### config.mk
export PLATFORM = sky130hd
export DESIGN_NAME = ptc_front
export DESIGN_NICKNAME = d
export VERILOG_FILES = /design/src/hw/rtl/ptc_pkg.sv /design/src/hw/rtl/ptc_front.sv
export SDC_FILE = /design/constraint.sdc
export NUM_CORES = 1
export LEC_CHECK = 0
export BUFFER_PORTS_ARGS = -buffer_cell sky130_fd_sc_hd__buf_2
export CORE_MARGIN = 2
export CORE_UTILIZATION = 37
export CTS_BUF_LIST = sky130_fd_sc_hd__clkbuf_16
export CTS_CLUSTER_DIAMETER = 150
export DETAILED_ROUTE_END_ITERATION = 8
export PLACE_DENSITY = 0.56
export SYNTH_ARGS = -nofsm -noshare
export SYNTH_HDL_FRONTEND = slang
export SYNTH_SLANG_ARGS = --single-unit
### constraint.sdc
create_clock -name clk_i -period 2.66 [get_ports clk_i]
set_input_delay 0.266 -clock clk_i [delete_from_list [all_inputs] [get_ports clk_i]]
set_output_delay 0.266 -clock clk_i [all_outputs]
set_load 0.005 [all_outputs]
### src/hw/rtl/ptc_pkg.sv
// Shared types, constants and arithmetic helpers of the compensation unit.
// Used by the top level, front, queue, divider and back end; depends on nothing.
`default_nettype none

package ptc_pkg;

  // Divider width and pipeline geometry.
  localparam int unsigned DivBits   = 32;
  localparam int unsigned QDepth    = 4;
  localparam int unsigned QAw       = $clog2(QDepth);
  localparam int unsigned QCntW     = $clog2(QDepth + 1);
  // Back end: operand stage, two dividers, eight middle stages, four tail stages.
  localparam int unsigned BackDepth = 2 * DivBits + 13;

  // Configuration port.
  localparam int unsigned CfgIdxW = 3;
  localparam int unsigned CfgW    = 32;

  typedef enum logic [CfgIdxW-1:0] {
    CFG_AC1_AC2 = 3'd0,
    CFG_AC3_AC4 = 3'd1,
    CFG_AC5_AC6 = 3'd2,
    CFG_B1_B2   = 3'd3,
    CFG_MC_MD   = 3'd4
  } cfg_idx_e;

  // Algorithm constants.
  localparam logic [31:0] KB5Round = 32'd8;
  localparam logic [31:0] KB6Ofs   = 32'd4000;
  localparam logic [31:0] KAc4Ofs  = 32'd32768;
  localparam logic [31:0] KRound2  = 32'd2;
  localparam logic [31:0] KP3038   = 32'd3038;
  localparam logic [31:0] KPm7357  = 32'hFFFF_E343;
  localparam logic [31:0] KP3791   = 32'd3791;

  // Calibration registers as written.
  typedef struct packed {
    logic [31:0] ac1_ac2;
    logic [31:0] ac3_ac4;
    logic [31:0] ac5_ac6;
    logic [31:0] b1_b2;
    logic [31:0] mc_md;
  } cal_t;

  // Queue entry between front and back.
  typedef struct packed {
    logic [31:0] prod;
    logic [15:0] up;
  } qent_t;

  // Values riding alongside the first divider.
  typedef struct packed {
    logic [31:0] x1;
    logic [15:0] up;
    logic        negq;
    logic        fault;
  } sb1_t;

  // Values riding alongside the second divider.
  typedef struct packed {
    logic [15:0] tsat;
    logic        dbl;
    logic        fault;
  } sb2_t;

  function automatic logic [31:0] sx16(logic [15:0] v);
    return {{16{v[15]}}, v};
  endfunction

  // Signed division by 2^k truncating toward zero.
  function automatic logic [31:0] sdivp(logic [31:0] n, logic [4:0] k);
    logic [31:0] bias;
    bias = n[31] ? ((32'd1 << k) - 32'd1) : 32'd0;
    return $signed(n + bias) >>> k;
  endfunction

  // Saturate a 32-bit signed value to 16 bits.
  function automatic logic [15:0] sat16(logic [31:0] t);
    logic [15:0] r;
    if (t[31] && (t < 32'hFFFF_8000)) begin
      r = 16'h8000;
    end else if (!t[31] && (t > 32'h0000_7FFF)) begin
      r = 16'h7FFF;
    end else begin
      r = t[15:0];
    end
    return r;
  endfunction

endpackage

`default_nettype wire

### src/hw/rtl/ptc_front.sv
// Front end: takes input beats, splits the fields and forms the first
// temperature product. Depends on ptc_pkg.
`default_nettype none

module ptc_front (
  input  wire logic          clk_i,
  input  wire logic          rst_ni,
  input  wire ptc_pkg::cal_t cal_i,
  input  wire logic          s_tvalid_i,
  output logic               s_tready_o,
  input  wire logic [31:0]   s_tdata_i,
  input  wire logic          q_full_i,
  output logic               q_push_o,
  output ptc_pkg::qent_t     q_data_o
);

  logic           vld_q;
  ptc_pkg::qent_t ent_q, ent_d;
  logic [31:0]    diff;

  // (UT - AC6) * AC5, kept to 32 bits.
  assign diff       = {16'h0, s_tdata_i[15:0]} - {16'h0, cal_i.ac5_ac6[15:0]};
  assign ent_d.prod = diff * {16'h0, cal_i.ac5_ac6[31:16]};
  assign ent_d.up   = s_tdata_i[31:16];

  // One holding stage; it drains into the queue whenever there is room.
  assign q_push_o   = vld_q && !q_full_i;
  assign s_tready_o = !vld_q || !q_full_i;
  assign q_data_o   = ent_q;

  always_ff @(posedge clk_i or negedge rst_ni) begin
    if (!rst_ni) begin
      vld_q <= 1'b0;
    end else if (s_tready_o) begin
      vld_q <= s_tvalid_i;
    end
  end

  always_ff @(posedge clk_i) begin
    if (s_tready_o && s_tvalid_i) begin
      ent_q <= ent_d;
    end
  end

endmodule

`default_nettype wire

==> impl_metrics.toml <==
[finish]
area_growth_pct = 35.4
layout_common_cells = "inv_1, fa_1, buf_4"
register_area_um2 = 1470
utilization_pct = 50.7
mostFrequentLayoutCell = "inv_1"
multi_input_area_um2 = 10600
final_cells = 2114
final_nets = 2221
num-fill-cells = 3128
layout-drive-gt1-share_pct = 34.2

[route]
drc = 0
vias = 9732
routed_wl_um = 31300
via_per_inst = 4.60
wl_per_cell_um = 14.8
firstDrtPassIters = 5
ant_nets = 0
drt_iter0_markers = 376

[global_route]
grt_start_max_net_pins = 24
grt_pass1_wl_um = 52200
antenna_found_initial = 1
first_global_vias = 10600
grt_use_total_pct = 18.6
grt-ovfl-total = 0

[logic_synthesis]
synth_edf_count = 48
ys_seq_area_share_pct = 11.7
async_reset_ff_share_pct = 2.04
synth-main-ff-cell = "edfxtp_1"
yosysWarnings = 0
ys_ff_latch = 49
syn_nets = 1876
postSynthAreaPerCell_um2 = 9.47
ys_types = 58
syn_area_um2 = 12500
syn_inst = 1319

[timing]
post-route-min-period_ns = 6.90
setup_violations = 29
setup_slack_ns = -4.24
worstMarginPinSlew_ns = 0.530
maxSlewViolCount = 0
maxSlewHeadroom_pct = 64.7
timing_hold_violations_final = 0
whs_ns = 0.128
rsz0062_at_grt = "yes"
setup_tns_ns = -99.51
finalCritPeriodShare_pct = 260
fmax_ghz = 0.145
finClkSkew_ns = 0.00524

[floorplan]
initial_core_util_pct = 37.4
row_count = 67
ios = 246
die-area_um2 = 35200
chipWidth_um = 188
die_y_um = 188
core_area_um2 = 33400

[critical_path]
endpoint_kind = "flip-flop"
path_common_cell = "fa_1"
cpLargestDelayFamily = "adder cells"
crit_buf_inv = 6
crit_slowest_cell = "fa_1"
slowest_delay_ns = 0.53
start_kind = "input port"
crit_required_ns = 2.72
crit_fanout = 4
crit_type = "input port to flip-flop"
crit_arrival_ns = 6.96

[clocking]
clkTransAtPathRegs_ns = 0.07
cts_htree_levels = 2
clock_path_buffers = 2
cts.sinks = 49
clk_latency_ns = 0.31
cts_root_buffer = "clkbuf_16"
numCtsBuffers = 5
tritoncts = "yes"

[place]
numPortBuffers = 117
place_hpwl_um = 26500
dp_cells = 2061
place_congestion = 0.835

[min_path]
holdCritPathClass = "input port to flip-flop"

[outcome]
violations = "setup timing"
status = "complete, but fails checks"

[flow_run]
maxCapViolations = 0
Yosys cell counts (all sizes together), types with 2 or more instances:
library cell / instances / share of area (%)
or4: 2 / 0.12
edfxtp: 48 / 12
o31ai: 4 / 0.28
nand3: 6 / 0.24
ha: 98 / 9.8
nor2b: 29 / 1.5
fa: 263 / 42
or2: 3 / 0.15
a31o: 2 / 0.21
nor4: 3 / 0.15
a211o: 2 / 0.14
nand2: 149 / 4.5
a211oi: 5 / 0.38
o21bai: 5 / 0.30
inv: 343 / 10
buf: 9 / 0.36
nor3: 6 / 0.24
and3: 4 / 0.20
o21a: 11 / 0.66
or3: 6 / 0.30
a21o: 11 / 0.66
and2: 107 / 5.4
a21oi: 32 / 1.3
clkbuf: 30 / 0.90
xnor2: 36 / 2.6
nor2: 26 / 0.78
nand4: 3 / 0.15
a21boi: 2 / 0.12
maj3: 4 / 0.32
o211ai: 2 / 0.16
o311ai: 3 / 0.27
o21ai: 21 / 0.84
nand2b: 15 / 0.75
xor2: 13 / 0.91
final timing paths:
kind / startpoint / end / cells after the start / slack [ns]
max: s_tdata_i[0] / q_data_o[43]$_DFFE_PP_ / 31 / -4.24
min: s_tdata_i[24] / q_data_o[8]$_DFFE_PP_ / 1 / 0.13
max reg2reg: vld_q$_DFFE_PN0N_ / q_data_o[18]$_DFFE_PP_ / 3 / 1.04
min reg2reg: vld_q$_DFFE_PN0N_ / vld_q$_DFFE_PN0N_ / 2 / 0.52
max in group asynchronous: rst_ni / vld_q$_DFFE_PN0N_ / 2 / 2.33
min in group asynchronous: rst_ni / vld_q$_DFFE_PN0N_ / 2 / 0.25
cell type report:
class | count | area share (%)
clock buffer | 5 | 0.740
tap | 448 | 3.31
inverter | 343 | 7.72
multi-input combinational | 888 | 62.4
sequential | 49 | 8.67
clock inverter | 3 | 0.259
antenna | 1 | 0.0148
timing repair buffer | 377 | 16.9
layer usage:
layer	vias to the layer above	share of wire, %	track usage (%)
met4	0	2.3	5.15
met1	4898	43	23.4
met2	174	52	34.0
met3	33	2.8	1.55
li1	4627	-	-
met5	-	0	0
state kept, by name, indices dropped and copies added (netlist names):
name and flops:
vld_q 1, q_data_o 48
logic make-up after synthesis:
family / count (synthesis) / synth area share (%)
AO/OA/AOI/OAI: 114 / 6.47
flip-flops: 49 / 11.7
AND/OR/NAND/NOR: 360 / 14.4
adder cells (fa/ha/maj): 365 / 52.3
XOR/XNOR: 49 / 3.50
buffers and inverters: 382 / 11.6
stage by stage:
stage | setup WS, ns | area (µm²)
floorplan | -4.23 | 12900
detailed placement | -4.85 | 15500
CTS | -4.25 | 16400
finish | -4.24 | 16900
global route | -4.55 | 16900
global placement | -4.76 | 15500
what timing repair did:
item                       4_1_cts  5_1_grt
setup buffers                   30       16
gates resized for setup        121       82
setup endpoints to repair       30       29
pin swaps                       88       57
hold buffers                     1        0
hold endpoints to repair         1        0
Power is not shown: default switching activity piles up to over one toggle a cycle in this logic, so the estimate is an artifact.
