`src/hw/rtl/ptc_pkg.sv`:
```
// Shared types, constants and arithmetic helpers of the compensation unit.
// Used by the top level, front, queue, divider and back end; depends on nothing.
`default_nettype none

package ptc_pkg;

  // Divider width and pipeline geometry.
  localparam int unsigned DivBits   = 32;
  localparam int unsigned QDepth    = 4;
  localparam int unsigned QAw       = $clog2(QDepth);
  localparam int unsigned QCntW     = $clog2(QDepth + 1);
  // Back end: operand stage, two dividers, eight middle stages, four tail stages.
  localparam int unsigned BackDepth = 2 * DivBits + 13;

  // Configuration port.
  localparam int unsigned CfgIdxW = 3;
  localparam int unsigned CfgW    = 32;

  typedef enum logic [CfgIdxW-1:0] {
    CFG_AC1_AC2 = 3'd0,
    CFG_AC3_AC4 = 3'd1,
    CFG_AC5_AC6 = 3'd2,
    CFG_B1_B2   = 3'd3,
    CFG_MC_MD   = 3'd4
  } cfg_idx_e;

  // Algorithm constants.
  localparam logic [31:0] KB5Round = 32'd8;
  localparam logic [31:0] KB6Ofs   = 32'd4000;
  localparam logic [31:0] KAc4Ofs  = 32'd32768;
  localparam logic [31:0] KRound2  = 32'd2;
  localparam logic [31:0] KP3038   = 32'd3038;
  localparam logic [31:0] KPm7357  = 32'hFFFF_E343;
  localparam logic [31:0] KP3791   = 32'd3791;

  // Calibration registers as written.
  typedef struct packed {
    logic [31:0] ac1_ac2;
    logic [31:0] ac3_ac4;
    logic [31:0] ac5_ac6;
    logic [31:0] b1_b2;
    logic [31:0] mc_md;
  } cal_t;

  // Queue entry between front and back.
  typedef struct packed {
    logic [31:0] prod;
    logic [15:0] up;
  } qent_t;

  // Values riding alongside the first divider.
  typedef struct packed {
    logic [31:0] x1;
    logic [15:0] up;
    logic        negq;
    logic        fault;
  } sb1_t;

  // Values riding alongside the second divider.
  typedef struct packed {
    logic [15:0] tsat;
    logic        dbl;
    logic        fault;
  } sb2_t;

  function automatic logic [31:0] sx16(logic [15:0] v);
    return {{16{v[15]}}, v};
  endfunction

  // Signed division by 2^k truncating toward zero.
  function automatic logic [31:0] sdivp(logic [31:0] n, logic [4:0] k);
    logic [31:0] bias;
    bias = n[31] ? ((32'd1 << k) - 32'd1) : 32'd0;
    return $signed(n + bias) >>> k;
  endfunction

  // Saturate a 32-bit signed value to 16 bits.
  function automatic logic [15:0] sat16(logic [31:0] t);
    logic [15:0] r;
    if (t[31] && (t < 32'hFFFF_8000)) begin
      r = 16'h8000;
    end else if (!t[31] && (t > 32'h0000_7FFF)) begin
      r = 16'h7FFF;
    end else begin
      r = t[15:0];
    end
    return r;
  endfunction

endpackage

`default_nettype wire

```
`src/hw/rtl/ptc_fifo.sv`:
```
// Short queue between the front and back ends of the compensation unit.
// Depends on ptc_pkg for the entry type and depth.
`default_nettype none

module ptc_fifo (
  input  wire logic           clk_i,
  input  wire logic           rst_ni,
  input  wire logic           push_i,
  input  wire ptc_pkg::qent_t data_i,
  input  wire logic           pop_i,
  output ptc_pkg::qent_t      data_o,
  output logic                full_o,
  output logic                empty_o
);

  ptc_pkg::qent_t                 mem_q [ptc_pkg::QDepth];
  logic [ptc_pkg::QAw-1:0]        wp_q, rp_q;
  logic [ptc_pkg::QCntW-1:0]      cnt_q;

  assign full_o  = cnt_q == ptc_pkg::QCntW'(ptc_pkg::QDepth);
  assign empty_o = cnt_q == '0;
  assign data_o  = mem_q[rp_q];

  // Pointers and fill count.
  always_ff @(posedge clk_i or negedge rst_ni) begin
    if (!rst_ni) begin
      wp_q  <= '0;
      rp_q  <= '0;
      cnt_q <= '0;
    end else begin
      if (push_i) begin
        wp_q <= (wp_q == ptc_pkg::QAw'(ptc_pkg::QDepth - 1)) ? '0 : wp_q + 1'b1;
      end
      if (pop_i) begin
        rp_q <= (rp_q == ptc_pkg::QAw'(ptc_pkg::QDepth - 1)) ? '0 : rp_q + 1'b1;
      end
      if (push_i && !pop_i) begin
        cnt_q <= cnt_q + 1'b1;
      end else if (pop_i && !push_i) begin
        cnt_q <= cnt_q - 1'b1;
      end
    end
  end

  // Storage.
  always_ff @(posedge clk_i) begin
    if (push_i) begin
      mem_q[wp_q] <= data_i;
    end
  end

endmodule

`default_nettype wire

```
`config.mk`:
```
export PLATFORM = sky130hd
export DESIGN_NAME = ptc_fifo
export DESIGN_NICKNAME = d
export VERILOG_FILES = /design/src/hw/rtl/ptc_pkg.sv /design/src/hw/rtl/ptc_fifo.sv
export SDC_FILE = /design/constraint.sdc
export NUM_CORES = 1
export LEC_CHECK = 0
export ABC_AREA = 0
export BUFFER_PORTS_ARGS = -buffer_cell sky130_fd_sc_hd__clkbuf_2
export CAP_MARGIN = 20
export CORE_ASPECT_RATIO = 0.8
export CORE_MARGIN = 4
export CORE_UTILIZATION = 35
export CTS_CLUSTER_SIZE = 14
export DETAILED_ROUTE_END_ITERATION = 10
export PLACE_DENSITY_LB_ADDON = 0.15
export SYNTH_ARGS = -nofsm -noshare
export SYNTH_HDL_FRONTEND = slang
export SYNTH_SLANG_ARGS = --single-unit
```
`constraint.sdc`:
```
create_clock -name clk_i -period 6.34 [get_ports clk_i]
set_clock_uncertainty 0.05 [all_clocks]
set_input_delay 0.634 -clock clk_i [delete_from_list [all_inputs] [get_ports clk_i]]
set_output_delay 0.634 -clock clk_i [all_outputs]
set_load 0.02 [all_outputs]
```
==> results of run 1 <==
==> worst max-delay path, cell delays in order (launching register included) <==
cell and delay (ps):
dfrtp_4 760, buf_4 570, mux4_2 620, clkbuf_2 180
==> power by group through the flow <==
stage / registers (mW) / logic, mW / clock network (mW)
after floorplan: 1.76 / 0.960 / 0
after global placement: 1.85 / 1.20 / 0
after detailed placement: 1.87 / 1.21 / 0
after CTS: 1.84 / 1.22 / 1.11
after global routing: 1.86 / 1.26 / 1.17
final: 1.83 / 1.17 / 1.07
==> final cells by class <==
type	instances	area (sq um)
clock buffer	17	425
sequential	199	5950
inverter	4	15.0
fill	1832	12000
timing repair buffer	108	561
clock inverter	15	168
tap	269	337
multi-input combinational	74	1310
==> Yosys cell counts, types with 2 or more instances <==
master / number / share of area [%]
inv_1: 4 / 0.20
nor2_1: 3 / 0.15
nand2_1: 2 / 0.10
and2_1: 4 / 0.34
mux2_2: 3 / 0.46
edfxtp_1: 192 / 78
buf_2: 4 / 0.27
xor2_1: 2 / 0.24
dfrtp_1: 7 / 2.4
buf_12: 5 / 1.4
mux4_2: 48 / 15
o21ai_0: 2 / 0.14
ha_1: 6 / 1.0
==> per-layer routing <==
layer	part of all wire [%]	routed length [um]	up-vias	track usage (%)
met4	1.1	154	2	3.53
met3	6.4	872	14	4.65
met5	0.15	20	-	0
met2	47	6490	82	18.7
met1	45	6130	1701	15.4
li1	-	-	1451	-
==> logic make-up after synthesis <==
family | count (synthesis) | share of synthesized area (%)
muxes | 51 | 15.1
xor gates and xnor gates | 3 | 0.355
and+or+nand+nor | 11 | 0.761
DFF | 199 | 80.3
AOI/OAI and AO/OA | 2 | 0.135
buffers and inverters | 15 | 2.08
adders and majority gates | 7 | 1.29
==> cell usage in the layout, fill, tap and decap left out, drive strengths merged, types with 3 or more instances in the layout <==
| cell | count |
|---|---|
| edfxtp | 192 |
| mux4 | 48 |
| inv | 9 |
| clkinv | 6 |
| nor2 | 3 |
| and2 | 4 |
| mux2 | 3 |
| clkbuf | 118 |
| dfrtp | 7 |
| ha | 6 |
| buf | 6 |
==> metrics by stage <==
| step | setup slack (ps) | hold slack [ps] | power, mW | utilization, % | cell area [sq um] |
|---|---|---|---|---|---|
| finish | 3080 | 373 | 4.08 | 42.2 | 8760 |
| global route | 2880 | 355 | 4.29 | 42.2 | 8760 |
| CTS | 2970 | 352 | 4.16 | 42.2 | 8760 |
| detailed placement | 3450 | 437 | 3.08 | 39.3 | 8160 |
| global placement | 3440 | 422 | 3.05 | 39.3 | 8160 |
| floorplan | 4100 | 288 | 2.72 | - | 7400 |
==> state kept, by name, summed over array words and instances (netlist names) <==
signal	flops
mem_q	192
cnt_q	3
rp_q	2
wp_q	2
==> path summary, 6_finish.rpt <==
path                                 start  cells past startpoint      endpoint
worst max register to register     wp_q[0]                      4   mem_q[2][9]
worst min register to register    cnt_q[2]                      1      cnt_q[2]
min in group asynchronous           rst_ni                      2       wp_q[1]
max in group asynchronous           rst_ni                      2       rp_q[0]
worst max-delay path               rp_q[0]                      3    data_o[29]
worst min-delay path            data_i[24]                      1  mem_q[2][24]
==> run summary, run 1 <==
Core box area = 20,800 sq um
Area of the die = 23,500 sq um
Fraction of layout instances using a drive strength above 1 = 47.0%
Maximum Capacitance Violations = 0
Final worst path period need = 3260 ps
Count of inserted antenna diode cells = 0
Fraction of power spent switching nets = 31.9%
Reg power frac = 44.8%
Final wirelength = 13.7 mm
Number of search-and-repair iterations in the first detailed-routing pass = 4
R2r setup slk = 4190 ps
Count of nets left with antenna violations after detail routing = 0
CTS Buf Count = 17
DIE WIDTH = 171 um
Max Slew Vio Count = 0
Num rows = 47
Post-Syn Nets = 347
Clock-pin slew on the worst setup and hold paths = 80 ps
Sequential share of the synthesized area = 80.3%
Post-cts resize count = 0
Element type at the critical path start = register
Initial Util = 35.6%
Number of global-route vias before repair = 3,572
GR Util All Layers = 11.9%
RSZ-0062 raised after global routing = false
Startpoint-to-endpoint class of the critical path = register to output port
Residual DRC = 0
Number of I/O pins = 102
Routed via count = 3,250
Clock net sink count = 199
Net switching power of the design = 1.30 mW
Fmax = 0.306 GHz
Relative area change from synthesis to final layout = 18.4%
Pin count of the biggest net entering global routing = 32
Power density of the placed cells = 465 nW/um^2
Worst path arrival time = 2580 ps
Number of instances in the synthesized netlist = 288
Count of cell types in the netlist = 19
Critical path required time = 5660 ps
Async S/R FF share, synth = 3.52%
Via count normalized by instance count = 4.74
TritonCTS clock tree = done
Clock Power Share = 26.4%
Internal power consumption = 2.78 mW
Antenna violations before repair = 1
Result of the run = complete, no violations
Hold buffer count at cts = 1
Wire length of the first global-routing pass = 20.6 mm
Final period utilization = 51.5%
Maximum VDD drop = 192 uV
Syn_area_per_cell = 25.7 sq um
Leakage power of the design = 3.01 nW
DRC marker count from the first detailed-route iteration = 204
Total Neg Setup Slack = 0 ps
Number of warning messages in the yosys log = 0
Cell Area, Synth = 7400 sq um
Clock Latency Late Sink = 430 ps
Overflow left after global routing = 0
Post-Layout Cell Count = 686
Max Buffers Root-to-Sink = 2
Number of hold-slack violations in the final timing report = 0
Wire per inst = 19.9 um
CTS H-tree depth = 4
Maximum fanout along the worst path = 26
Setup repair bufs after CTS = 0
Dominant synthesized flop cell = edfxtp_1
Transition time at the pin with the least slew margin = 747 ps
Logic gate share of total power = 28.8%
Clock root buffer = clkbuf_16
Vertical die dimension = 138 um
Post-detailed-placement half-perimeter wirelength = 8.31 mm
Synth Register Bits = 199
Number of enable flip-flop cells after synthesis = 192
Worst hold path class = primary input to register
Net count, final = 463
# placed instances = 653
Port Buffer Count = 101
Kind of end point of the critical path = output port
Number of endpoints failing setup at the final stage = 0
Weighted congestion at the end of routability-driven global placement = 0.654
Normalized max-slew margin = 50.2%
No activity file was read; power rests on OpenSTA's default activity.
==> inputs of run 2 (changes only) <==
==> constraint.sdc (replaced) <==
create_clock -name clk_i -period 2.8 [get_ports clk_i]
set_clock_uncertainty 0.05 [all_clocks]
set_input_delay 0.28 -clock clk_i [delete_from_list [all_inputs] [get_ports clk_i]]
set_output_delay 0.28 -clock clk_i [all_outputs]
set_load 0.02 [all_outputs]
==> run 2 against run 1 <==
Critical path depth unchanged. First-iteration DRC count up 5.9%. Die area unchanged. Non-clock buffer count up 22. Via count up 3.1%. Routed wire length up 0.79%. Critical endpoint is now data_o[45]. Register-to-register slack worse by 3200 ps. Hold slack worse by 350 ps. Cell count up 3.1%. Core utilization up 1.2 points. Global-route usage up 0.39 points. Critical path type unchanged. Design area up 3.0%.
==> run summary, run 2 (synthesis gave the netlist of run 1 again) <==
Max FFs per register = 192 (unchanged)
Met2 wire length = 6.29 mm (-3.1%)
Count of nets left with antenna violations after detail routing = 0 (unchanged)
Post-detailed-placement half-perimeter wirelength = 8.23 mm (-1.0%)
Maximum VDD drop = 452 uV (+130%)
Register bank with the most flops = mem_q
Fraction of layout instances using a drive strength above 1 = 45.0% (-2.0 points)
Final critical-path setup slack = 190 ps (-2890 ps)
Pin count of the biggest net entering global routing = 35 (+9.4%)
Result of the run = complete, no violations
Final period utilization = 93.2%
Number of search-and-repair iterations in the first detailed-routing pass = 4 (unchanged)
Most common library cell in the layout ignoring fill and taps = edfxtp_1
# placed instances = 657 (+0.61%)
Relative area change from synthesis to final layout = 21.9%
Initial Util = 35.6% (unchanged)
CTS Buf Count = 17 (unchanged)
RSZ-0062 raised after global routing = false
Number of I/O pins = 102 (unchanged)
Wire length of the first global-routing pass = 21.5 mm (+4.3%)
Routed length on met3 = 825 um (-5.4%)
Element type at the critical path start = register
DRC marker count from the first detailed-route iteration = 216 (+5.9%)
Clock net sink count = 199 (unchanged)
Overflow left after global routing = 0 (unchanged)
Highest metal layer with signal wires = met4
Antenna violations before repair = 0 (-1)
Final wirelength = 13.8 mm (+0.79%)
Post-route core utilization = 43.4% (+1.2 points)
Vertical die dimension = 138 um (unchanged)
Register Area = 5950 sq um (unchanged)
DIE WIDTH = 171 um (unchanged)
Depth of the worst register-to-register path = 4 (unchanged)
Kind of end point of the critical path = output port
Filler cell count in the final layout = 1,795 (-2.0%)
Transition time at the pin with the least slew margin = 597 ps (-150 ps)
GR Util All Layers = 12.3% (+0.39 points)
Core box area = 20,800 sq um (unchanged)
Wire length on met1 = 6.49 mm (+5.8%)
Final worst path period need = 2610 ps
Leakage power of the design = 3.12 nW (+3.7%)
Clock Latency Late Sink = 430 ps (about the same)
Total Neg Setup Slack = 0 ps (unchanged)
Normalized max-slew margin = 60.2% (+10 points)
Total area of multi-input combinational cells = 1310 sq um (unchanged)
Post-cts resize count = 0 (unchanged)
Fmax = 0.383 GHz
Count of inserted antenna diode cells = 0 (unchanged)
Biggest regs = mem_q: 192 flops, cnt_q: 3 flops
Maximum Capacitance Violations = 0 (unchanged)
Clock root buffer = clkbuf_16
Via count normalized by instance count = 4.74 (about the same)
WHS Path Cells = 1 (unchanged)
Number of hold-slack violations in the final timing report = 0 (unchanged)
Weighted congestion at the end of routability-driven global placement = 0.670 (+2.5%)
Number of endpoints failing setup at the final stage = 0 (unchanged)
Num rows = 47 (unchanged)
Area of the die = 23,500 sq um (unchanged)
Startpoint-to-endpoint class of the critical path = register to output port
Post-Layout Cell Count = 707 (+3.1%)
Number of global-route vias before repair = 3,595 (+0.64%)
Port Buffer Count = 101 (unchanged)
Wire per inst = 19.5 um (-2.2%)
Worst-case setup slack after placement = 574 ps (-2880 ps)
Max Buffers Root-to-Sink = 2 (unchanged)
CTS H-tree depth = 4 (unchanged)
Clock-pin slew on the worst setup and hold paths = 70 ps (about the same)
Maximum fanout along the worst path = 28 (+7.7%)
Hold buffer count at cts = 19 (+18)
Max Slew Vio Count = 0 (unchanged)
Post-route cell area = 9020 sq um (+3.0%)
Routed via count = 3,350 (+3.1%)
Placed standard-cell area = 8240 sq um (+0.98%)
Power density of the placed cells = 1040 nW/um^2 (+120%)
Setup repair bufs after CTS = 0 (unchanged)
Worst hold path class = primary input to register
Worst path arrival time = 2280 ps (-300 ps)
Net count, final = 485 (+4.8%)
Residual DRC = 0 (unchanged)
Top library cells by usage in the layout, fill and taps aside = edfxtp_1, clkbuf_2, mux4_2, dlygate4sd3_1, clkbuf_16
TritonCTS clock tree = done
Critical path required time = 2470 ps (-3190 ps)
==> run 2: cell types whose count changed in the layout (fill, tap and decap cells not counted), sizes merged <==
cell,change
buf,+4
clkinv,-1
clkinvlp,-1
dlygate4sd3,+18
inv,+1
==> run 2: routing by layer <==
| metal | up-vias | GRT usage, % |
|---|---|---|
| met4 | 0 | 4.16 |
| met2 | 87 | 17.8 |
| met3 | 15 | 3.94 |
| li1 | 1502 | - |
| met1 | 1746 | 17.6 |
| met5 | - | 0 |
==> run 2: path summary, 6_finish.rpt <==
path | from | endpoint | slack [ps]
min in group asynchronous | rst_ni | cnt_q[2] | 180
max in group asynchronous | rst_ni | rp_q[0] | 2310
hold / removal | data_i[36] | mem_q[0][36] | 20
setup reg to reg | wp_q[0] | mem_q[0][7] | 970
hold reg to reg | cnt_q[2] | cnt_q[2] | 440
setup / recovery | rp_q[0] | data_o[45] | 190
==> run 2: critical path, cell delays in order (launching register included) <==
cell      delay, ps
dfrtp_4         820
buf_12          280
mux4_2          550
clkbuf_2        180
==> run 2: layout make-up <==
class | instances | area share, %
flip-flops and latches | 199 | 65.9
clock inverters | 14 | 1.85
inverters | 4 | 0.167
clock buffers | 17 | 4.72
repair buffers | 130 | 9.10
well taps | 269 | 3.73
multi-input cells | 74 | 14.5
==> run 2: stage by stage <==
step	total power, mW	hold slack [ps]
after global placement	7.01	86.7
final	9.37	19.0
after floorplan	6.17	-65.6
after global routing	9.89	2.21
after CTS	9.55	0.346
after detailed placement	7.06	91.1
==> run 2: report_power, final <==
part | total [mW] | internal, mW | switching (mW)
logic | 2.79 | 1.22 | 1.57
registers | 4.13 | 3.82 | 0.305
clock network | 2.46 | 1.34 | 1.11
==> inputs of run 3 (changes only) <==
--- a/config.mk
+++ b/config.mk
@@ -8,7 +8,9 @@
 export ABC_AREA = 0
 export BUFFER_PORTS_ARGS = -buffer_cell sky130_fd_sc_hd__clkbuf_2
 export CAP_MARGIN = 20
-export CORE_ASPECT_RATIO = 0.8
+export CELL_PAD_IN_SITES_DETAIL_PLACEMENT = 1
+export CELL_PAD_IN_SITES_GLOBAL_PLACEMENT = 1
+export CORE_ASPECT_RATIO = 0.5
 export CORE_MARGIN = 4
 export CORE_UTILIZATION = 35
 export CTS_CLUSTER_SIZE = 14
==> run 3 against run 2 <==
Core utilization decreased by 0.67 points. Die area increased by 0.54%. Hold slack got worse by 2.6 ps. Clock-buffer cell count unchanged. Highest routed layer unchanged. Sequential share of layout area increased by 1.4 points. Maximum frequency increased by 4.0%. Critical endpoint is now data_o[2]. Routed wire length increased by 2.4%.
==> run summary, run 3 (synthesis gave the netlist of run 1 again) <==
Kind of end point of the critical path = output port
Pin count of the biggest net entering global routing = 44 (+26%)
Worst hold path class = primary input to register
Destination of the worst register-to-register timing path = mem_q[0][45]
Startpoint-to-endpoint class of the critical path = register to output port
Via count normalized by instance count = 4.74 (about the same)
Wire length of the first global-routing pass = 22.3 mm (+3.7%)
Highest metal layer with signal wires = met4
R2r setup slk = 1110 ps (+140 ps)
Vertical die dimension = 111 um (-20%)
Port Buffer Count = 101 (unchanged)
Endpoint of the worst setup timing path = data_o[2]
Worst path arrival time = 2180 ps (-100 ps)
Maximum VDD drop = 395 uV (-12%)
Residual DRC = 0 (unchanged)
Setup repair bufs after CTS = 0 (unchanged)
Num rows = 37 (-21%)
Result of the run = complete, no violations
# placed instances = 659 (+0.30%)
Routed length on met3 = 472 um (-43%)
Placed standard-cell area = 8250 sq um (+0.18%)
Final period utilization = 89.6% (-3.6 points)
Hold Startpoint = data_i[35]
Number of global-route vias before repair = 3,894 (+8.3%)
Register bank with the most flops = mem_q
Clock root buffer = clkbuf_16
Most common library cell in the layout ignoring fill and taps = edfxtp_1
Number of hold-slack violations in the final timing report = 0 (unchanged)
Number of I/O pins = 102 (unchanged)
Biggest regs = mem_q: 192 flops, cnt_q: 3 flops
Wire length on met1 = 5.92 mm (-8.8%)
Clock-pin slew on the worst setup and hold paths = 80 ps (about the same)
Element type at the critical path start = register
Weighted congestion at the end of routability-driven global placement = 0.713 (+6.5%)
Number of endpoints failing setup at the final stage = 0 (unchanged)
Wire per inst = 20.4 um (+4.4%)
Filler cell count in the final layout = 1,950 (+8.6%)
Slowest cell on the critical path = dfrtp_4
Count of inserted antenna diode cells = 0 (unchanged)
Fraction of layout instances using a drive strength above 1 = 46.7% (+1.7 points)
Top library cells by usage in the layout, fill and taps aside = edfxtp_1, clkbuf_2, mux4_2, clkbuf_16
Max Buffers Root-to-Sink = 2 (unchanged)
Core box area = 20,600 sq um (-0.54%)
Normalized max-slew margin = 63.3% (+3.1 points)
Fmax = 0.399 GHz (+4.0%)
Routed via count = 3,284 (-2.0%)
Post-Layout Cell Count = 693 (-2.0%)
Maximum Capacitance Violations = 0 (unchanged)
Final wirelength = 14.1 mm (+2.4%)
Area of the die = 23,700 sq um (+0.54%)
Maximum fanout along the worst path = 18 (-36%)
Worst setup path start = rp_q[0]
Max Slew Vio Count = 0 (unchanged)
Final worst path period need = 2510 ps (-101 ps)
Net count, final = 466 (-3.9%)
CTS H-tree depth = 4 (unchanged)
Leakage power of the design = 3.04 nW (-2.7%)
Depth of the worst register-to-register path = 4 (unchanged)
Critical path required time = 2470 ps (about the same)
CTS Buf Count = 17 (unchanged)
Transition time at the pin with the least slew margin = 551 ps (-46.6 ps)
Count of nets left with antenna violations after detail routing = 0 (unchanged)
TritonCTS clock tree = done
Post-route cell area = 8830 sq um (-2.1%)
Overflow left after global routing = 0 (unchanged)
DIE WIDTH = 214 um (+25%)
Met2 wire length = 7.54 mm (+20%)
Number of search-and-repair iterations in the first detailed-routing pass = 4 (unchanged)
Clock Latency Late Sink = 430 ps (about the same)
Slowest Stage Delay on Critical Path = 650 ps (-170 ps)
Initial Util = 35.8% (+0.19 points)
Source of the worst register-to-register timing path = wp_q[0]
Total Neg Setup Slack = 0 ps (unchanged)
Power density of the placed cells = 1040 nW/um^2 (+0.43%)
Antenna violations before repair = 0 (unchanged)
Sequence of cells on the critical path = buf_4 > mux4_2 > clkbuf_2
Hold slack final = 16.5 ps (-2.56 ps)
Post-cts resize count = 0 (unchanged)
Total Power = 9.22 mW (-1.6%)
DRC marker count from the first detailed-route iteration = 125 (-42%)
Max FFs per register = 192 (unchanged)
RSZ-0062 raised after global routing = false
Post-detailed-placement half-perimeter wirelength = 8.87 mm (+7.8%)
WHS Path Cells = 1 (unchanged)
Clock net sink count = 199 (unchanged)
GR Util All Layers = 12.7% (+0.39 points)
Relative area change from synthesis to final layout = 19.4%
-- run 3: how the worst min path moves through the flow --
stage and to:
4_1_cts mem_q[1][35], 2_1_floorplan cnt_q[0], 3_3_place_gp cnt_q[1], 6_report mem_q[1][35], 5_1_grt mem_q[3][13], 3_5_place_dp cnt_q[1]
-- run 3: metrics by stage --
stage / utilization (%) / setup slack, ps
floorplan: - / 569
global placement: 40.0 / 739
detailed placement: 40.0 / 682
CTS: 42.8 / 205
global route: 42.8 / 141
finish: 42.8 / 291
-- run 3: power by group --
part / switching (mW) / total, mW / internal, mW
sequential: 0.266 / 4.09 / 3.82
combinational: 1.58 / 2.80 / 1.21
clock: 1.15 / 2.33 / 1.18
total: 3.00 / 9.22 / 6.22
-- run 3: repair_timing --
action | 4_1_cts | 5_1_grt
endpoints found under the hold margin | 11 | 0
endpoints found under the setup margin | 0 | 0
hold buffers | 2 | 0
-- run 3: layout make-up --
cell class	count	area, sq um	area share (%)
clock buffer	17	425	4.82
timing repair buffer	111	661	7.48
tap	273	342	3.87
sequential	199	5950	67.3
clock inverter	15	135	1.53
multi-input combinational	74	1310	14.8
inverter	4	15.0	0.170
-- run 3: per-layer routing --
metal  up-vias  GRT usage [%]
li1       1455              -
met1      1767           15.9
met2        50           21.6
met3        12           3.34
met4         0           3.92
met5         -              0
-- run 3: critical path: cells and delay by family, from the launching register on --
| kind | cells | cell delay (ps) |
|---|---|---|
| buffers and inverters | 2 | 530 |
| flip-flops | 1 | 650 |
| multiplexers | 1 | 560 |
